`src/design/sms_pkg.sv`:
```
// ----------------------------------------------------------------------------
// sms_pkg - shared types and constants of the SPI master byte shifter
// Word size, half-bit counts, command codes and the queued item format.
// ----------------------------------------------------------------------------
`default_nettype none

package sms_pkg;

  localparam int BITS_PER_WORD = 8;
  localparam int HALF_BITS     = 2 * BITS_PER_WORD;
  localparam int HB_W          = $clog2(HALF_BITS);
  localparam int MODE_W        = 2;

  localparam logic [MODE_W-1:0] XFER_MODE_RESET = MODE_W'(1);

  // Field positions in the mode register
  localparam int MODE_CPOL_BIT = 1;
  localparam int MODE_CPHA_BIT = 0;

  // Command codes on the input channel
  localparam logic CMD_TICK = 1'b0;
  localparam logic CMD_LOAD = 1'b1;

  typedef enum logic {
    KIND_TICK = 1'b0,
    KIND_LOAD = 1'b1
  } item_kind_t;

  typedef struct packed {
    item_kind_t               kind;
    logic [BITS_PER_WORD-1:0] tx_byte;
    logic                     end_frame;
    logic                     miso_level;
  } sms_item_t;

  // Handshake between the front queue and the back engine
  typedef struct packed {
    logic      valid;
    sms_item_t item;
  } sms_queue_out_t;

endpackage : sms_pkg

`default_nettype wire

```
`src/design/sms_front.sv`:
```
// ----------------------------------------------------------------------------
// sms_front - input stage of the SPI master byte shifter
// Accepts items, decodes the command and holds them in a two-entry queue.
// ----------------------------------------------------------------------------
`default_nettype none

module sms_front import sms_pkg::*; (
  input  wire logic                     clk,
  input  wire logic                     rst,
  input  wire logic                     in_valid,
  output logic                          in_ready,
  input  wire logic                     cmd,
  input  wire logic [BITS_PER_WORD-1:0] tx_byte,
  input  wire logic                     end_frame,
  input  wire logic                     miso_level,
  output sms_queue_out_t                q_out,
  input  wire logic                     q_ready
);

  sms_item_t  entries [2];
  logic       wr_ptr;
  logic       rd_ptr;
  logic [1:0] count;
  logic       push;
  logic       pop;
  sms_item_t  item_in;

  always_comb begin
    item_in.kind       = (cmd == CMD_LOAD) ? KIND_LOAD : KIND_TICK;
    item_in.tx_byte    = tx_byte;
    item_in.end_frame  = end_frame;
    item_in.miso_level = miso_level;
  end

  assign in_ready    = (count != 2'd2);
  assign push        = in_valid && in_ready;
  assign q_out.valid = (count != 2'd0);
  assign q_out.item  = entries[rd_ptr];
  assign pop         = q_out.valid && q_ready;

  always_ff @(posedge clk) begin
    if (push) begin
      entries[wr_ptr] <= item_in;
    end
  end

  always_ff @(posedge clk) begin
    if (rst) begin
      wr_ptr <= 1'b0;
      rd_ptr <= 1'b0;
      count  <= 2'd0;
    end else begin
      if (push) begin
        wr_ptr <= ~wr_ptr;
      end
      if (pop) begin
        rd_ptr <= ~rd_ptr;
      end
      case ({push, pop})
        2'b10:   count <= count + 2'd1;
        2'b01:   count <= count - 2'd1;
        default: count <= count;
      endcase
    end
  end

endmodule : sms_front

`default_nettype wire

```
`src/design/sms_back.sv`:
```
// ----------------------------------------------------------------------------
// sms_back - shift engine of the SPI master byte shifter
// Executes queued loads and ticks, keeps the pin state and the output item.
// ----------------------------------------------------------------------------
`default_nettype none

module sms_back import sms_pkg::*; (
  input  wire logic                     clk,
  input  wire logic                     rst,
  input  wire sms_queue_out_t           q_out,
  output logic                          q_ready,
  input  wire logic                     xfer_mode_we,
  input  wire logic [MODE_W-1:0]        xfer_mode_wdata,
  output logic                          out_valid,
  input  wire logic                     out_ready,
  output logic                          sck_level,
  output logic                          mosi_level,
  output logic                          cs_n,
  output logic                          busy_res,
  output logic                          rx_valid,
  output logic [BITS_PER_WORD-1:0]      rx_byte
);

  logic [MODE_W-1:0]        xfer_mode;
  logic [BITS_PER_WORD-1:0] tx_shift;
  logic [BITS_PER_WORD-1:0] rx_shift;
  logic [HB_W-1:0]          half_bit_count;
  logic                     active;
  logic                     frame_open;
  logic                     close_after;
  logic                     clock_pin;
  logic                     data_pin;

  logic [BITS_PER_WORD-1:0] tx_shift_next;
  logic [BITS_PER_WORD-1:0] rx_shift_next;
  logic [HB_W-1:0]          half_bit_count_next;
  logic                     active_next;
  logic                     frame_open_next;
  logic                     close_after_next;
  logic                     clock_pin_next;
  logic                     data_pin_next;
  logic                     valid_next;

  logic cpol;
  logic cpha;
  logic exec;
  logic last_half;

  assign cpol      = xfer_mode[MODE_CPOL_BIT];
  assign cpha      = xfer_mode[MODE_CPHA_BIT];
  assign q_ready   = !out_valid || out_ready;
  assign exec      = q_out.valid && q_ready;
  assign last_half = (half_bit_count == HB_W'(HALF_BITS - 1));

  always_comb begin
    tx_shift_next       = tx_shift;
    rx_shift_next       = rx_shift;
    half_bit_count_next = half_bit_count;
    active_next         = active;
    frame_open_next     = frame_open;
    close_after_next    = close_after;
    clock_pin_next      = clock_pin;
    data_pin_next       = data_pin;
    valid_next          = 1'b0;
    case (q_out.item.kind)
      KIND_LOAD: begin
        if (!active) begin
          tx_shift_next       = q_out.item.tx_byte;
          rx_shift_next       = '0;
          half_bit_count_next = '0;
          active_next         = 1'b1;
          frame_open_next     = 1'b1;
          close_after_next    = q_out.item.end_frame;
          clock_pin_next      = cpol;
          if (!cpha) begin
            data_pin_next = q_out.item.tx_byte[BITS_PER_WORD-1];
            tx_shift_next = {q_out.item.tx_byte[BITS_PER_WORD-2:0], 1'b0};
          end
        end
      end
      KIND_TICK: begin
        if (active) begin
          if (!half_bit_count[0]) begin
            // leading edge
            clock_pin_next = ~cpol;
            if (!cpha) begin
              rx_shift_next = {rx_shift[BITS_PER_WORD-2:0], q_out.item.miso_level};
            end else begin
              data_pin_next = tx_shift[BITS_PER_WORD-1];
              tx_shift_next = {tx_shift[BITS_PER_WORD-2:0], 1'b0};
            end
          end else begin
            // trailing edge
            clock_pin_next = cpol;
            if (!cpha) begin
              if (!last_half) begin
                data_pin_next = tx_shift[BITS_PER_WORD-1];
                tx_shift_next = {tx_shift[BITS_PER_WORD-2:0], 1'b0};
              end
            end else begin
              rx_shift_next = {rx_shift[BITS_PER_WORD-2:0], q_out.item.miso_level};
            end
          end
          half_bit_count_next = half_bit_count + HB_W'(1);
          if (last_half) begin
            half_bit_count_next = '0;
            active_next         = 1'b0;
            valid_next          = 1'b1;
            if (close_after) begin
              frame_open_next  = 1'b0;
              close_after_next = 1'b0;
            end
          end
        end
      end
      default: begin
        valid_next = 1'b0;
      end
    endcase
  end

  always_ff @(posedge clk) begin
    if (rst) begin
      xfer_mode      <= XFER_MODE_RESET;
      tx_shift       <= '0;
      rx_shift       <= '0;
      half_bit_count <= '0;
      active         <= 1'b0;
      frame_open     <= 1'b0;
      close_after    <= 1'b0;
      clock_pin      <= 1'b0;
      data_pin       <= 1'b0;
      out_valid      <= 1'b0;
    end else begin
      if (exec) begin
        tx_shift       <= tx_shift_next;
        rx_shift       <= rx_shift_next;
        half_bit_count <= half_bit_count_next;
        active         <= active_next;
        frame_open     <= frame_open_next;
        close_after    <= close_after_next;
        clock_pin      <= clock_pin_next;
        data_pin       <= data_pin_next;
        out_valid      <= 1'b1;
      end else if (out_ready) begin
        out_valid <= 1'b0;
      end
      // a new mode moves an idle clock to its new idle level at once;
      // mid-byte it only takes effect at the next tick
      if (xfer_mode_we) begin
        xfer_mode <= xfer_mode_wdata;
        if (!active && !exec) begin
          clock_pin <= xfer_mode_wdata[MODE_CPOL_BIT];
        end
      end
    end
  end

  // output item register, loaded on every executed item
  always_ff @(posedge clk) begin
    if (exec) begin
      sck_level  <= clock_pin_next;
      mosi_level <= data_pin_next;
      cs_n       <= ~frame_open_next;
      busy_res   <= active_next;
      rx_valid   <= valid_next;
      rx_byte    <= rx_shift_next;
    end
  end

  a_done_not_busy : assert property (@(posedge clk) disable iff (rst)
    out_valid && rx_valid |-> !busy_res)
    else $error("completed byte reported while still busy");

  a_busy_selects : assert property (@(posedge clk) disable iff (rst)
    out_valid && busy_res |-> !cs_n)
    else $error("byte shifted with chip select released");

  a_last_tick_ends : assert property (@(posedge clk) disable iff (rst)
    exec && (q_out.item.kind == KIND_TICK) && active && last_half |=> !active)
    else $error("byte did not end after the last half-bit tick");

endmodule : sms_back

`default_nettype wire

```
`src/design/spi_master_byte_shifter.sv`:
```
// ----------------------------------------------------------------------------
// spi_master_byte_shifter - SPI master, one byte MSB first, modes 0 to 3
// Front queue decodes load and tick items; back engine drives the pins.
// ----------------------------------------------------------------------------
// Items wait in the two-entry queue; results are held in the output register.
// Throughput: one item per clock unless stalled; every load or half-bit tick
//   is a single register update in the back engine, and a two-entry queue
//   plus the output register let both sides stall on their own.
// Reset (rst, synchronous): mode 1, clock and data pin state low, frame closed,
//   idle, queue and output empty; the result item fields are not reset.
// ----------------------------------------------------------------------------
`default_nettype none

module spi_master_byte_shifter import sms_pkg::*; (
  input  wire logic                     clk,
  input  wire logic                     rst,
  // input items
  input  wire logic                     in_valid,
  output logic                          in_ready,
  input  wire logic                     cmd,
  input  wire logic [BITS_PER_WORD-1:0] tx_byte,
  input  wire logic                     end_frame,
  input  wire logic                     miso_level,
  // mode register write
  input  wire logic                     xfer_mode_we,
  input  wire logic [MODE_W-1:0]        xfer_mode_wdata,
  // result items
  output logic                          out_valid,
  input  wire logic                     out_ready,
  output logic                          sck_level,
  output logic                          mosi_level,
  output logic                          cs_n,
  output logic                          busy_res,
  output logic                          rx_valid,
  output logic [BITS_PER_WORD-1:0]      rx_byte
);

  // queued item towards the engine, and the engine's pull
  sms_queue_out_t q_out;
  logic           q_ready;

  // Front: decode the command and buffer up to two items
  sms_front u_front (
    .clk        (clk),
    .rst        (rst),
    .in_valid   (in_valid),
    .in_ready   (in_ready),
    .cmd        (cmd),
    .tx_byte    (tx_byte),
    .end_frame  (end_frame),
    .miso_level (miso_level),
    .q_out      (q_out),
    .q_ready    (q_ready)
  );

  // Back: advance the shift state one item per cycle unless the held result item is not yet taken, and hold the result
  // item until it is taken; the mode register lives here as well
  sms_back u_back (
    .clk             (clk),
    .rst             (rst),
    .q_out           (q_out),
    .q_ready         (q_ready),
    .xfer_mode_we    (xfer_mode_we),
    .xfer_mode_wdata (xfer_mode_wdata),
    .out_valid       (out_valid),
    .out_ready       (out_ready),
    .sck_level       (sck_level),
    .mosi_level      (mosi_level),
    .cs_n            (cs_n),
    .busy_res        (busy_res),
    .rx_valid        (rx_valid),
    .rx_byte         (rx_byte)
  );

endmodule : spi_master_byte_shifter

`default_nettype wire

```
`config.mk`:
```
export PLATFORM = sky130hd
export DESIGN_NAME = spi_master_byte_shifter
export DESIGN_NICKNAME = d
export VERILOG_FILES = /design/src/design/sms_pkg.sv /design/src/design/sms_front.sv /design/src/design/sms_back.sv /design/src/design/spi_master_byte_shifter.sv
export SDC_FILE = /design/constraint.sdc
export NUM_CORES = 1
export LEC_CHECK = 0
export BUFFER_PORTS_ARGS = -buffer_cell sky130_fd_sc_hd__buf_2
export CAP_MARGIN = 10
export CORE_MARGIN = 3
export CORE_UTILIZATION = 58
export CTS_BUF_LIST = sky130_fd_sc_hd__clkbuf_16
export CTS_CLUSTER_DIAMETER = 120
export DETAILED_ROUTE_END_ITERATION = 6
export GPL_TIMING_DRIVEN = 0
export PLACE_DENSITY = 0.79
export RECOVER_POWER = 100
export SYNTH_ARGS = -nofsm -noshare
export SYNTH_HDL_FRONTEND = slang
export SYNTH_SLANG_ARGS = --single-unit
export TNS_END_PERCENT = 30
```
`constraint.sdc`:
```
create_clock -name clk -period 2.9 [get_ports clk]
set_input_delay 0.58 -clock clk [delete_from_list [all_inputs] [get_ports clk]]
set_output_delay 0.58 -clock clk [all_outputs]
set_load 0.05 [all_outputs]
```
* After elaboration in Yosys (flattened, before gate mapping) *
Memories as Yosys holds them, arrays and structs flattened. A register that Yosys moved wholly into a read port is not among the register bits.
Cells that the tools add are included.

word-level totals
  register bits after elaboration = 45
  bits in latches = 0
  memory bits (writable) = 22
  bits in read-only memories = 0
  input bits = 18
  output and inout bits = 15
  word-level logic and storage cells = 107
  memories kept = 1

cells by class
  add/subtract/negate cells = 3
  multipliers = 0
  div/mod/pow operators = 0
  magnitude comparators = 0
  eq/ne operators = 10
  shift-type cells = 0
  muxes and demuxes = 54
  bitwise gates (word level) = 6
  reductions and logical operators = 14

memory list
  memory           depth  width  rd ports  clocked after memory_dff  wr ports  line             text
  u_front.entries  2      11     1         1                         1         sms_front.sv:20  sms_item_t entries [2];

operators by type and width
  kind                                                                     count
  8-bit 2-to-1 mux                                                         12
  8-bit one-hot mux with 2 select lines                                    2
  1-bit 2-to-1 mux                                                         30
  4-bit 2-to-1 mux                                                         3
  1-bit one-hot mux with 2 select lines                                    5
  4-bit one-hot mux with 2 select lines                                    1
  1-bit NOT                                                                6
  6-bit AND reduction                                                      1
  2-bit nonzero test                                                       3
  4-bit by 1-bit adder with 4-bit output, second input constant            1
  4-bit equality test, second input constant                               1
  2-bit by 1-bit inequality test with 1-bit output, second input constant  2
  2-bit inequality test, second input constant                             2
  2-bit one-hot mux with 2 select lines                                    1
  4-bit AND reduction                                                      1
  1-bit logical AND                                                        3
  1-bit logical NOT                                                        3
  3-bit by 1-bit inequality test with 1-bit output, second input constant  1
  3-bit by 2-bit inequality test with 1-bit output, second input constant  1
  3-bit inequality test, second input constant                             1
  3-bit AND reduction                                                      1
  2-bit by 1-bit adder with 2-bit output, second input constant            1
  2-bit by 1-bit equality test with 1-bit output, second input constant    1
  2-bit equality test, second input constant                               1
  other kinds (3)                                                          3

* Longest topological paths before layout *
Gate-level depths: netlist of run 1.

  depth in word-level cells = 7
  mapped depth = 8
  depth with buffers taken out = 7

* Hierarchy *
Synthesis of run 1 repeated with hierarchy kept, for this count alone.

unflattened totals
  cells, all modules = 245
  area, all modules = 2934.1 µm²

by module, submodules not included
  module     times used  cells an instance  area each (µm²)  seq. area each (µm²)
  sms_back   1           187                1921.8           950.9
  sms_front  1           58                 1012.2           760.7

* Worst setup path before layout of run 1 *
OpenSTA, ideal clock, no wires.

  path kind = reg2reg
  start point = register (tool-made name)
  end point = register u_back.half_bit_count[3]
  library setup time = 0.071 ns
  data arrival time = 2.242 ns
  data required time = 2.829 ns
  slack = 0.587 ns
  cell stages (with the launch flop) = 8
  buffers on the path = 2
  clock period less this slack = 2.313 ns
  cells stage by stage = dfxtp_1 mux2i_1 buf_2 buf_2 ha_1 or3_4 or4_1 a21oi_1

RTL lines
  what                  line             text
  to (signal assigned)  sms_back.sv:138  half_bit_count <= half_bit_count_next;
  to (decl)             sms_back.sv:27   logic [HB_W-1:0] half_bit_count;

==> results of run 1 <==
[worst max-delay path, delay by kind of cell (launching register included)]
kind	cells	cell delay [ps]
compound gates	1	150
fa+ha+maj	1	270
buf+inv	2	570
flops	1	330
mux	1	370
simple gates	2	950
[layer usage]
layer  up-vias  wire, um  GRT usage [%]
li1       1090         -              -
met5         -         0              0
met2        79      2920           34.1
met3         8       300           3.71
met1      1057      2450           24.5
met4         0       105           10.7
[power by group through the flow]
stage	clock network [mW]	logic (mW)	registers (mW)
after floorplan	0	0.790	1.66
after global placement	0	1.33	1.38
after detailed placement	0	1.35	1.39
after CTS	1.23	1.36	1.38
after global routing	1.27	1.45	1.40
final	1.22	1.32	1.38
[layout make-up]
type	count	area, sq um
Clock buffer	9	225
Fill cell	352	1320
Clock inverter	7	115
Timing Repair Buffer	32	140
Tap cell	67	83.8
Buffer	14	58.8
Inverter	6	22.5
Sequential cell	68	1710
Multi-Input combinational cell	181	1170
[cells in the final DEF, fill, tap and decap left out, drive strengths merged, types with 2 or more instances in the layout]
master,netlist,routed
or3,2,2
dfxtp,33,33
a22oi,7,7
nor2,18,18
and2,2,2
o21ai,15,15
ha,5,5
nand3,9,9
clkinv,0,3
and3,5,5
nor3,4,4
xor2,3,3
nand2,29,29
clkbuf,7,35
edfxtp,35,35
buf,7,20
mux2,3,3
a311oi,10,10
a22o,8,8
xnor2,3,3
bufinv,0,3
a211oi,2,2
o211ai,2,2
nand2b,6,6
nand3b,2,2
inv,6,6
a21oi,20,20
mux2i,9,9
[cells by family after synthesis]
group           count (synthesis)  synth area share [%]
simple gates                   85                  14.7
flops                          68                  57.7
mux                            12                  4.17
compound gates                 73                  16.6
xor+xnor                        6                  2.02
fa+ha+maj                       5                  2.11
buf+inv                        20                  2.78
[worst max-delay path by stage]
| stage | start | end | cells past startpoint |
|---|---|---|---|
| floorplan | flip-flop | u_back.half_bit_count[3] | 7 |
| global placement | flip-flop | u_back.tx_shift[5] | 8 |
| detailed placement | flip-flop | u_back.half_bit_count[3] | 7 |
| CTS | flip-flop | u_back.half_bit_count[3] | 7 |
| global route | flip-flop | u_back.tx_shift[5] | 8 |
| finish | flip-flop | u_back.half_bit_count[3] | 7 |
[registers in the layout (all words and copies together) (netlist names), 2 cells and up, named ones only]
name,count
u_back.rx_byte,8
u_back.rx_shift,8
u_front.entries,22
u_back.half_bit_count,4
u_front.count,2
u_back.tx_shift,8
u_back.xfer_mode,2
[through the flow]
step / worst slack (ps) / cell area, sq um / utilization [%] / power, mW
final: 185 / 3520 / 72.7 / 3.92
after CTS: 274 / 3550 / 73.3 / 3.97
after floorplan: 587 / 2970 / - / 2.45
after global placement: 312 / 3210 / 66.2 / 2.71
after detailed placement: 287 / 3210 / 66.2 / 2.74
after global routing: 50.9 / 3520 / 72.7 / 4.12
==> impl_metrics.csv, run 1 <==
group,metric,value,unit
status,run_status,"completed",
cts,insertion_delay,320,ps
timing,setup_total_negative_slack,0,ps
timing,shortest_clock_period_the_worst_path_allows_after_layout,2710,ps
timing,timing.final.crit_share,93.6,%
worst_setup_path,critical_path_start_end_classification,"flip-flop to flip-flop",
worst_setup_path,cp_slowest_cell,"or4_1",
synthesis,synth_top_cells_by_area,"edfxtp_1, dfxtp_1, nand2_1, a21oi_1, mux2i_1",
worst_setup_path,critPathCaptureType,"flip-flop",
route,drt_first_iter_violations,161,
route,vias,2234,
die,rows,25,
worst_setup_path,max_stage_delay,500,ps
grt,globalRouteOverflowTotal,0,
die,initial_core_util,61.2,%
cells_and_area,fin_cells,384,
worst_setup_path,critical_register_to_register_path_endpoint,"u_back.half_bit_count[3]",
timing,fmaxAchievable,368,MHz
pwr,seq_power_share,35.2,%
worst_setup_path,setup.reg_to_reg.worst_slack,190,ps
synthesis,synth_cell_type_count,49,
route,routed_wirelength,5.77,mm
worst_setup_path,worstPathMaxFanout,11,
synthesis,number_of_warnings_issued_by_yosys,0,
flow_run,max-cap-violations,0,
pwr,switching_power,1.44,mW
cts,clock_tree.buffer_depth,2,
synthesis,syn_avg_cell_area,11.0,sq um
pwr,power_frac_comb,33.7,%
placement,hpwl,3.94,mm
synthesis,synth_area_leader_cell,"edfxtp_1",
grt,via_count_of_the_first_global_routing_pass,2031,
worst_setup_path,worstRegToRegCells,7,
grt,largest_net_degree_at_the_start_of_global_routing,23,
timing,grt_setup_unrepaired,"no",
timing,fin_worst_hold_slack,445,ps
synthesis,synth_enable_flop_cells,35,
min_path,hold_path_class,"input port to flip-flop",
cells_and_area,antenna_diode_count,0,
route,routed_via_density,5.82,
timing,slew_viol_final,0,
cts,tritoncts_clock_tree,"yes",
cts,number_of_buffers_inserted_during_clock_tree_synthesis,9,
worst_setup_path,crit_chain,"mux2i_1 -> buf_2 -> buf_2 -> ha_1 -> or3_1 -> or4_1 -> a21oi_1",
placement,port-buffer-count,32,
die,chipHeight,77.5,um
synthesis,synth_top_cell_area_share,35.4,%
cts,cts_resized,0,
timing,tightestPinTransition,869,ps
min_path,min_delay_worst_endpoint,"u_front.entries[0][7]",
synthesis,synth_fp_nets,292,
die,die_width,77.5,um
placement,post-place-cells,368,
pwr,leakagePower,1.27,nW
route,route.detailed.drc,0,
pwr,cell_area_power_density,1110,nW/um^2
synthesis,fraction_of_the_yosys_area_taken_by_sequential_cells,57.7,%
synthesis,post-synth-top-count-cell,"edfxtp_1",
worst_setup_path,crit_required,3150,ps
die,floorplan.die_area,6010,sq um
synthesis,asyncSetResetFlopFracSynth,0,%
grt,grt_pass1_wl,9.43,mm
grt,antenna_found_initial,0,
synthesis,syn-cell-area,2970,sq um
route,drt-wirelength-per-cell,15.0,um
cells_and_area,synthToLayoutAreaGrowth,18.8,%
cts,clock_edge_transition_at_the_registers_on_the_reported_setup_and_hold_paths,50,ps
cts,clkSinkCount,68,
cts,cts_root_buf,"clkbuf_16",
worst_setup_path,crit_arrival,2970,ps
die,boundaryPins,33,
synthesis,most_used_flip_flop_cell_after_synthesis,"edfxtp_1",
pwr,power_frac_clock,31.0,%
timing,report.final.hold_viol_count,0,
die,floorplan.core_area,4850,sq um
worst_setup_path,worst_path_most_repeated_cell,"buf_2",
cts,post-cts-setup-buffer-count,0,
timing,max-slew-margin-rel,41.9,%
worst_setup_path,worstSetupStartpointType,"flip-flop",
min_path,holdCritStartpoint,"tx_byte[5]",
pwr,switching_share,36.7,%
placement,routability_driven_placement_congestion_ratio,0.825,
pwr,vdd_ir_drop_max,0.646,mV
route,route.antenna.remaining_nets,0,
cells_and_area,design.final.nets,335,
synthesis,synth.cells.most_frequent,"edfxtp_1, dfxtp_1, nand2_1, a21oi_1, nor2_1",
cells_and_area,layout-drive-gt1-share,13.6,%
synthesis,synthCells,269,
pwr,internal_power,2.48,mW
timing,setup-violations-final,0,
cts,holdBufCountCts,0,
timing,worst_clock_skew,4.94,ps
route,detailed_routing_iterations_pass_1,5,
grt,global_route.usage.total,20.2,%
synthesis,synth-seq-cells,68,
cts,htree_levels,3,
min_path,hold_path_depth,1,
(Power assumes the default switching activity.)
==> inputs of run 2 (changes only) <==
--- a/config.mk
+++ b/config.mk
@@ -8,12 +8,12 @@
 export BUFFER_PORTS_ARGS = -buffer_cell sky130_fd_sc_hd__buf_2
 export CAP_MARGIN = 10
 export CORE_MARGIN = 3
-export CORE_UTILIZATION = 58
+export CORE_UTILIZATION = 62
 export CTS_BUF_LIST = sky130_fd_sc_hd__clkbuf_16
 export CTS_CLUSTER_DIAMETER = 120
 export DETAILED_ROUTE_END_ITERATION = 6
 export GPL_TIMING_DRIVEN = 0
-export PLACE_DENSITY = 0.79
+export PLACE_DENSITY = 0.84
 export RECOVER_POWER = 100
 export SYNTH_ARGS = -nofsm -noshare
 export SYNTH_HDL_FRONTEND = slang
==> constraint.sdc (replaced) <==
create_clock -name clk -period 3.5 [get_ports clk]
set_input_delay 0.7 -clock clk [delete_from_list [all_inputs] [get_ports clk]]
set_output_delay 0.7 -clock clk [all_outputs]
set_load 0.05 [all_outputs]
==> impl_metrics.csv, run 2 (synthesized netlist as in run 1, its figures left out) <==
group,metric,value,unit
status,run_status,"completed",
worst_setup_path,cp_slowest_cell,"nor4_4",
die,chipHeight,75.2,um
pwr,switching_power,1.25,mW
timing,setup-violations-final,0,
grt,grt_pass1_wl,10.3,mm
pwr,design_power_total,3.23,mW
route,route.antenna.remaining_nets,0,
worst_setup_path,critical_path_start_end_classification,"flip-flop to flip-flop",
worst_setup_path,worst_path_most_repeated_cell,"clkbuf_1",
pwr,power_frac_clock,29.5,%
cells_and_area,antenna_diode_count,0,
die,floorplan.die_area,5650,sq um
pwr,leakagePower,1.24,nW
grt,global_route.usage.total,25.5,%
placement,pre_cts_ws,878,ps
cells_and_area,synthToLayoutAreaGrowth,17.0,%
cts,tritoncts_clock_tree,"yes",
route,drt_first_iter_violations,281,
route,vias,2328,
timing,timing.final.crit_share,81.9,%
timing,grt_setup_unrepaired,"no",
cells_and_area,number_of_flip_flops_in_the_largest_register,22,
timing,max-slew-margin-rel,42.5,%
worst_setup_path,worstSetupStartpointType,"flip-flop",
timing,fin_worst_hold_slack,483,ps
grt,via_count_of_the_first_global_routing_pass,2106,
cts,cts_root_buf,"clkbuf_16",
die,floorplan.core_area,4470,sq um
route,route.detailed.drc,0,
pwr,seq_power_share,35.7,%
timing,fmaxAchievable,349,MHz
placement,port-buffer-count,32,
timing,worst_clock_skew,5.39,ps
grt,largest_net_degree_at_the_start_of_global_routing,23,
timing,setup_total_negative_slack,0,ps
worst_setup_path,worstPathMaxFanout,10,
pwr,switching_share,38.6,%
die,boundaryPins,33,
timing,shortest_clock_period_the_worst_path_allows_after_layout,2870,ps
cts,holdBufCountCts,0,
cells_and_area,nFillCells,298,
pwr,internal_power,1.98,mW
cells_and_area,post_route_utilization,77.6,%
cts,clock_tree.buffer_depth,2,
cts,clkSinkCount,68,
cells_and_area,layout-drive-gt1-share,10.4,%
worst_setup_path,critPathCaptureType,"flip-flop",
worst_setup_path,path_delay_family,"buffers and inverters",
worst_setup_path,count_of_buffer_and_inverter_cells_on_the_critical_path,3,
cts,clock_edge_transition_at_the_registers_on_the_reported_setup_and_hold_paths,60,ps
route,routed_via_density,6.31,
cts,htree_levels,3,
flow_run,max-cap-violations,0,
placement,hpwl,4.27,mm
pwr,vdd_ir_drop_max,0.527,mV
die,initial_core_util,66.3,%
timing,tightestPinTransition,861,ps
cells_and_area,most_common_cell_after_layout_fill_and_taps_aside,"edfxtp_1",
timing,timing.final.ws_setup,634,ps
timing,slew_viol_final,0,
cts,post-cts-setup-buffer-count,0,
grt,globalRouteOverflowTotal,0,
min_path,hold_path_class,"flip-flop to flip-flop",
cells_and_area,mostFrequentLayoutCells,"edfxtp_1, clkbuf_1, dfxtp_1",
cells_and_area,design.final.nets,335,
timing,report.final.hold_viol_count,0,
pwr,cell_area_power_density,930,nW/um^2
worst_setup_path,max_stage_delay,560,ps
route,detailed_routing_iterations_pass_1,5,
cts,insertion_delay,330,ps
worst_setup_path,crit_required,3690,ps
die,die_width,75.2,um
grt,antenna_found_initial,0,
cts,cts_resized,0,
cells_and_area,max_flop_register,"u_front.entries",
die,rows,24,
route,drt-wirelength-per-cell,17.8,um
cts,number_of_buffers_inserted_during_clock_tree_synthesis,9,
worst_setup_path,crit_arrival,3060,ps
worst_setup_path,crit_chain,"mux2i_1 -> inv_1 -> clkbuf_1 -> ha_1 -> nor4_4 -> and2_1 -> clkbuf_1 -> a311oi_1",
route,routed_wirelength,6.57,mm
pwr,power_frac_comb,34.8,%
placement,routability_driven_placement_congestion_ratio,0.870,
worst_setup_path,setup.reg_to_reg.worst_slack,630,ps
## run 2: cell count changes in the layout (fill, tap and decap cells not counted)
cell        previous run  this run
clkbuf_1              25        34
clkinvlp_4             1         2
clkinv_1               1         0
inv_1                  5         7
buf_2                 20        12
clkbuf_2               1         0
bufinv_16              3         2
inv_2                  1         0
## run 2: area by class of cell
type                            count  area (sq um)  share of cell area [%]
Multi-Input combinational cell    181          1170                    33.6
Timing Repair Buffer               32           131                    3.78
Sequential cell                    68          1710                    49.3
Clock inverter                      7          92.6                    2.67
Clock buffer                        9           225                    6.49
Inverter                            6          22.5                   0.649
Buffer                             14          56.3                    1.62
Tap cell                           52          65.1                    1.87
## run 2: per-stage QoR
stage | area (sq um) | cells
after CTS | 3510 | 369
after global routing | 3470 | 369
after detailed placement | 3190 | 353
final | 3470 | 369
after floorplan | 2970 | 269
after global placement | 3190 | 353
## run 2: worst min-delay path: stages, from the launching register on
cell and delay (ps):
dfxtp_1 310, inv_1 50, o32ai_1 80
## run 2: power groups by stage
stage / logic, mW / clock network [mW] / registers, mW
6_report: 1.12 / 0.954 / 1.15
4_1_cts: 1.15 / 0.956 / 1.15
3_3_place_gp: 1.10 / 0 / 1.15
2_1_floorplan: 0.655 / 0 / 1.37
3_5_place_dp: 1.14 / 0 / 1.16
5_1_grt: 1.22 / 0.996 / 1.17
## run 2: worst paths after layout
| kind | start | endpoint | cells after the start |
|---|---|---|---|
| setup / recovery | flip-flop | u_back.tx_shift[6] | 8 |
| setup reg to reg | flip-flop | u_back.tx_shift[6] | 8 |
| hold / removal | u_back.tx_shift[0] | u_back.tx_shift[0] | 2 |
| hold reg to reg | u_back.tx_shift[0] | u_back.tx_shift[0] | 2 |
## run 2: layer usage
| metal | up-vias | track usage, % | part of all wire, % |
|---|---|---|---|
| met5 | - | 0 | 0 |
| met4 | 0 | 9.71 | 1.9 |
| met3 | 12 | 7.74 | 7.2 |
| met2 | 113 | 39.8 | 47 |
| met1 | 1113 | 33.6 | 44 |
| li1 | 1090 | - | - |
==> inputs of run 3 (changes only) <==
--- a/config.mk
+++ b/config.mk
@@ -8,12 +8,12 @@
 export BUFFER_PORTS_ARGS = -buffer_cell sky130_fd_sc_hd__buf_2
 export CAP_MARGIN = 10
 export CORE_MARGIN = 3
-export CORE_UTILIZATION = 62
+export CORE_UTILIZATION = 58
 export CTS_BUF_LIST = sky130_fd_sc_hd__clkbuf_16
 export CTS_CLUSTER_DIAMETER = 120
 export DETAILED_ROUTE_END_ITERATION = 6
 export GPL_TIMING_DRIVEN = 0
-export PLACE_DENSITY = 0.84
+export PLACE_DENSITY = 0.79
 export RECOVER_POWER = 100
 export SYNTH_ARGS = -nofsm -noshare
 export SYNTH_HDL_FRONTEND = slang
==> constraint.sdc (replaced) <==
create_clock -name clk -period 2.8 [get_ports clk]
set_input_delay 0.56 -clock clk [delete_from_list [all_inputs] [get_ports clk]]
set_output_delay 0.56 -clock clk [all_outputs]
set_load 0.05 [all_outputs]
==> impl_metrics.csv, run 3 (synthesized netlist as in run 1, its figures left out) <==
group,metric,value,unit
timing,setup-violations-final,0,
timing,fmaxAchievable,373,MHz
timing,worst_clock_skew,5.04,ps
timing,grt_setup_unrepaired,"no",
cells_and_area,synthToLayoutAreaGrowth,18.9,%
route,drt-wirelength-per-cell,15.1,um
die,boundaryPins,33,
timing,max-slew-margin-rel,41.9,%
timing,setup_total_negative_slack,0,ps
pwr,internal_power,2.58,mW
pwr,switching_share,36.7,%
placement,port-buffer-count,32,
grt,via_count_of_the_first_global_routing_pass,2031,
pwr,power_frac_clock,30.9,%
worst_setup_path,worstPathMaxFanout,11,
die,rows,25,
cells_and_area,fin_area,3530,sq um
pwr,power_frac_comb,33.9,%
worst_setup_path,crit_required,3050,ps
worst_setup_path,path_delay_family,"simple AND/OR/NAND/NOR gates",
cts,post-cts-setup-buffer-count,0,
worst_setup_path,crit_arrival,2930,ps
cells_and_area,most_common_cell_after_layout_fill_and_taps_aside,"edfxtp_1",
cts,tritoncts_clock_tree,"yes",
cts,holdBufCountCts,0,
cts,number_of_buffers_inserted_during_clock_tree_synthesis,9,
route,vias,2236,
timing,slew_viol_final,0,
timing,fin_worst_hold_slack,425,ps
cells_and_area,mostFrequentLayoutCells,"edfxtp_1, dfxtp_1, nand2_1",
worst_setup_path,worstSetupStartpointType,"flip-flop",
timing,timing.final.crit_share,95.7,%
grt,antenna_found_initial,0,
die,chipHeight,77.5,um
cts,insertion_delay,320,ps
cts,htree_levels,3,
route,drt_first_iter_violations,152,
timing,report.final.hold_viol_count,0,
grt,grt_pass1_wl,9.43,mm
pwr,cell_area_power_density,1150,nW/um^2
cells_and_area,fin_cells,384,
worst_setup_path,max_stage_delay,480,ps
status,run_status,"completed",
route,route.antenna.remaining_nets,0,
cts,clock_tree.buffer_depth,2,
pwr,vdd_ir_drop_max,0.669,mV
grt,globalRouteOverflowTotal,0,
route,route.detailed.drc,0,
cells_and_area,antenna_diode_count,0,
worst_setup_path,worst_path_most_repeated_cell,"buf_2",
worst_setup_path,count_of_buffer_and_inverter_cells_on_the_critical_path,2,
cts,clock_edge_transition_at_the_registers_on_the_reported_setup_and_hold_paths,50,ps
min_path,hold_path_class,"input port to flip-flop",
die,die_width,77.5,um
cells_and_area,number_of_flip_flops_in_the_largest_register,22,
pwr,leakagePower,1.27,nW
cells_and_area,max_flop_register,"u_front.entries",
route,detailed_routing_iterations_pass_1,6,
placement,post-place-cells,368,
placement,routability_driven_placement_congestion_ratio,0.825,
cells_and_area,layout-drive-gt1-share,13.9,%
cts,cts_root_buf,"clkbuf_16",
timing,shortest_clock_period_the_worst_path_allows_after_layout,2680,ps
worst_setup_path,critical_path_start_end_classification,"flip-flop to flip-flop",
pwr,seq_power_share,35.2,%
die,initial_core_util,61.2,%
die,floorplan.core_area,4850,sq um
cts,clkSinkCount,68,
worst_setup_path,crit_chain,"mux2i_1 -> buf_2 -> buf_2 -> ha_1 -> or3_4 -> or4_1 -> a21oi_1",
cells_and_area,design.final.nets,335,
die,floorplan.die_area,6010,sq um
route,routed_via_density,5.82,
worst_setup_path,critPathCaptureType,"flip-flop",
route,routed_wirelength,5.78,mm
flow_run,max-cap-violations,0,
timing,tightestPinTransition,869,ps
placement,dpl_cell_area,3210,sq um
grt,largest_net_degree_at_the_start_of_global_routing,23,
worst_setup_path,cp_slowest_cell,"or4_1",
placement,hpwl,3.94,mm
grt,global_route.usage.total,20.2,%
pwr,switching_power,1.49,mW
## run 3: cell types whose count changed in the layout (fill, tap and decap cells not counted), sizes merged
| cell | delta |
|---|---|
| inv | -1 |
| bufinv | +1 |
| buf | +9 |
| clkinv | +1 |
| clkinvlp | -1 |
| clkbuf | -9 |
## run 3: routing by layer
metal	GRT usage [%]	vias to the layer above	share of wire (%)
met5	0	-	0
met4	10.7	0	1.8
met3	3.71	8	5.8
met2	34.1	87	50
met1	24.5	1048	42
li1	-	1093	-
## run 3: layout make-up
class	count	area (sq um)
Clock buffer	9	225
Multi-Input combinational cell	181	1170
Clock inverter	7	115
Buffer	14	58.8
Sequential cell	68	1710
Timing Repair Buffer	32	140
Inverter	6	22.5
Tap cell	67	83.8
Fill cell	351	1320
## run 3: power by group through the flow
stage / sequential [mW] / clock (mW) / combinational (mW)
after global placement: 1.43 / 0 / 1.37
final: 1.43 / 1.26 / 1.38
after floorplan: 1.72 / 0 / 0.818
after CTS: 1.43 / 1.28 / 1.41
after global routing: 1.45 / 1.32 / 1.51
after detailed placement: 1.44 / 0 / 1.40
## run 3: timing repair
item	CTS	global route
endpoints found under the hold margin	0	0
setup endpoints to repair	0	6
gates resized for setup	0	0
## run 3: worst paths after layout
path                                          startpoint                  endpoint  slack [ps]  depth (start not counted)
worst max-delay path                           flip-flop  u_back.half_bit_count[3]         120                          7
worst min-delay path                          tx_byte[5]     u_front.entries[0][7]         420                          1
worst max register to register                 flip-flop  u_back.half_bit_count[3]         120                          7
worst min register to register  u_back.half_bit_count[1]  u_back.half_bit_count[1]         470                          2
## run 3: worst register-to-register path, stage by stage (launching register included)
cell and delay [ps]:
dfxtp_1 330, mux2i_1 370, buf_2 300, buf_2 270, ha_1 280, or3_4 420, or4_1 480, a21oi_1 150
## run 3: stage by stage
step	worst slack, ps	power [mW]	util, %
6_report	121	4.07	72.8
2_1_floorplan	487	2.53	-
5_1_grt	8.97	4.28	72.8
3_5_place_dp	187	2.84	66.2
4_1_cts	174	4.11	73.3
3_3_place_gp	212	2.81	66.2
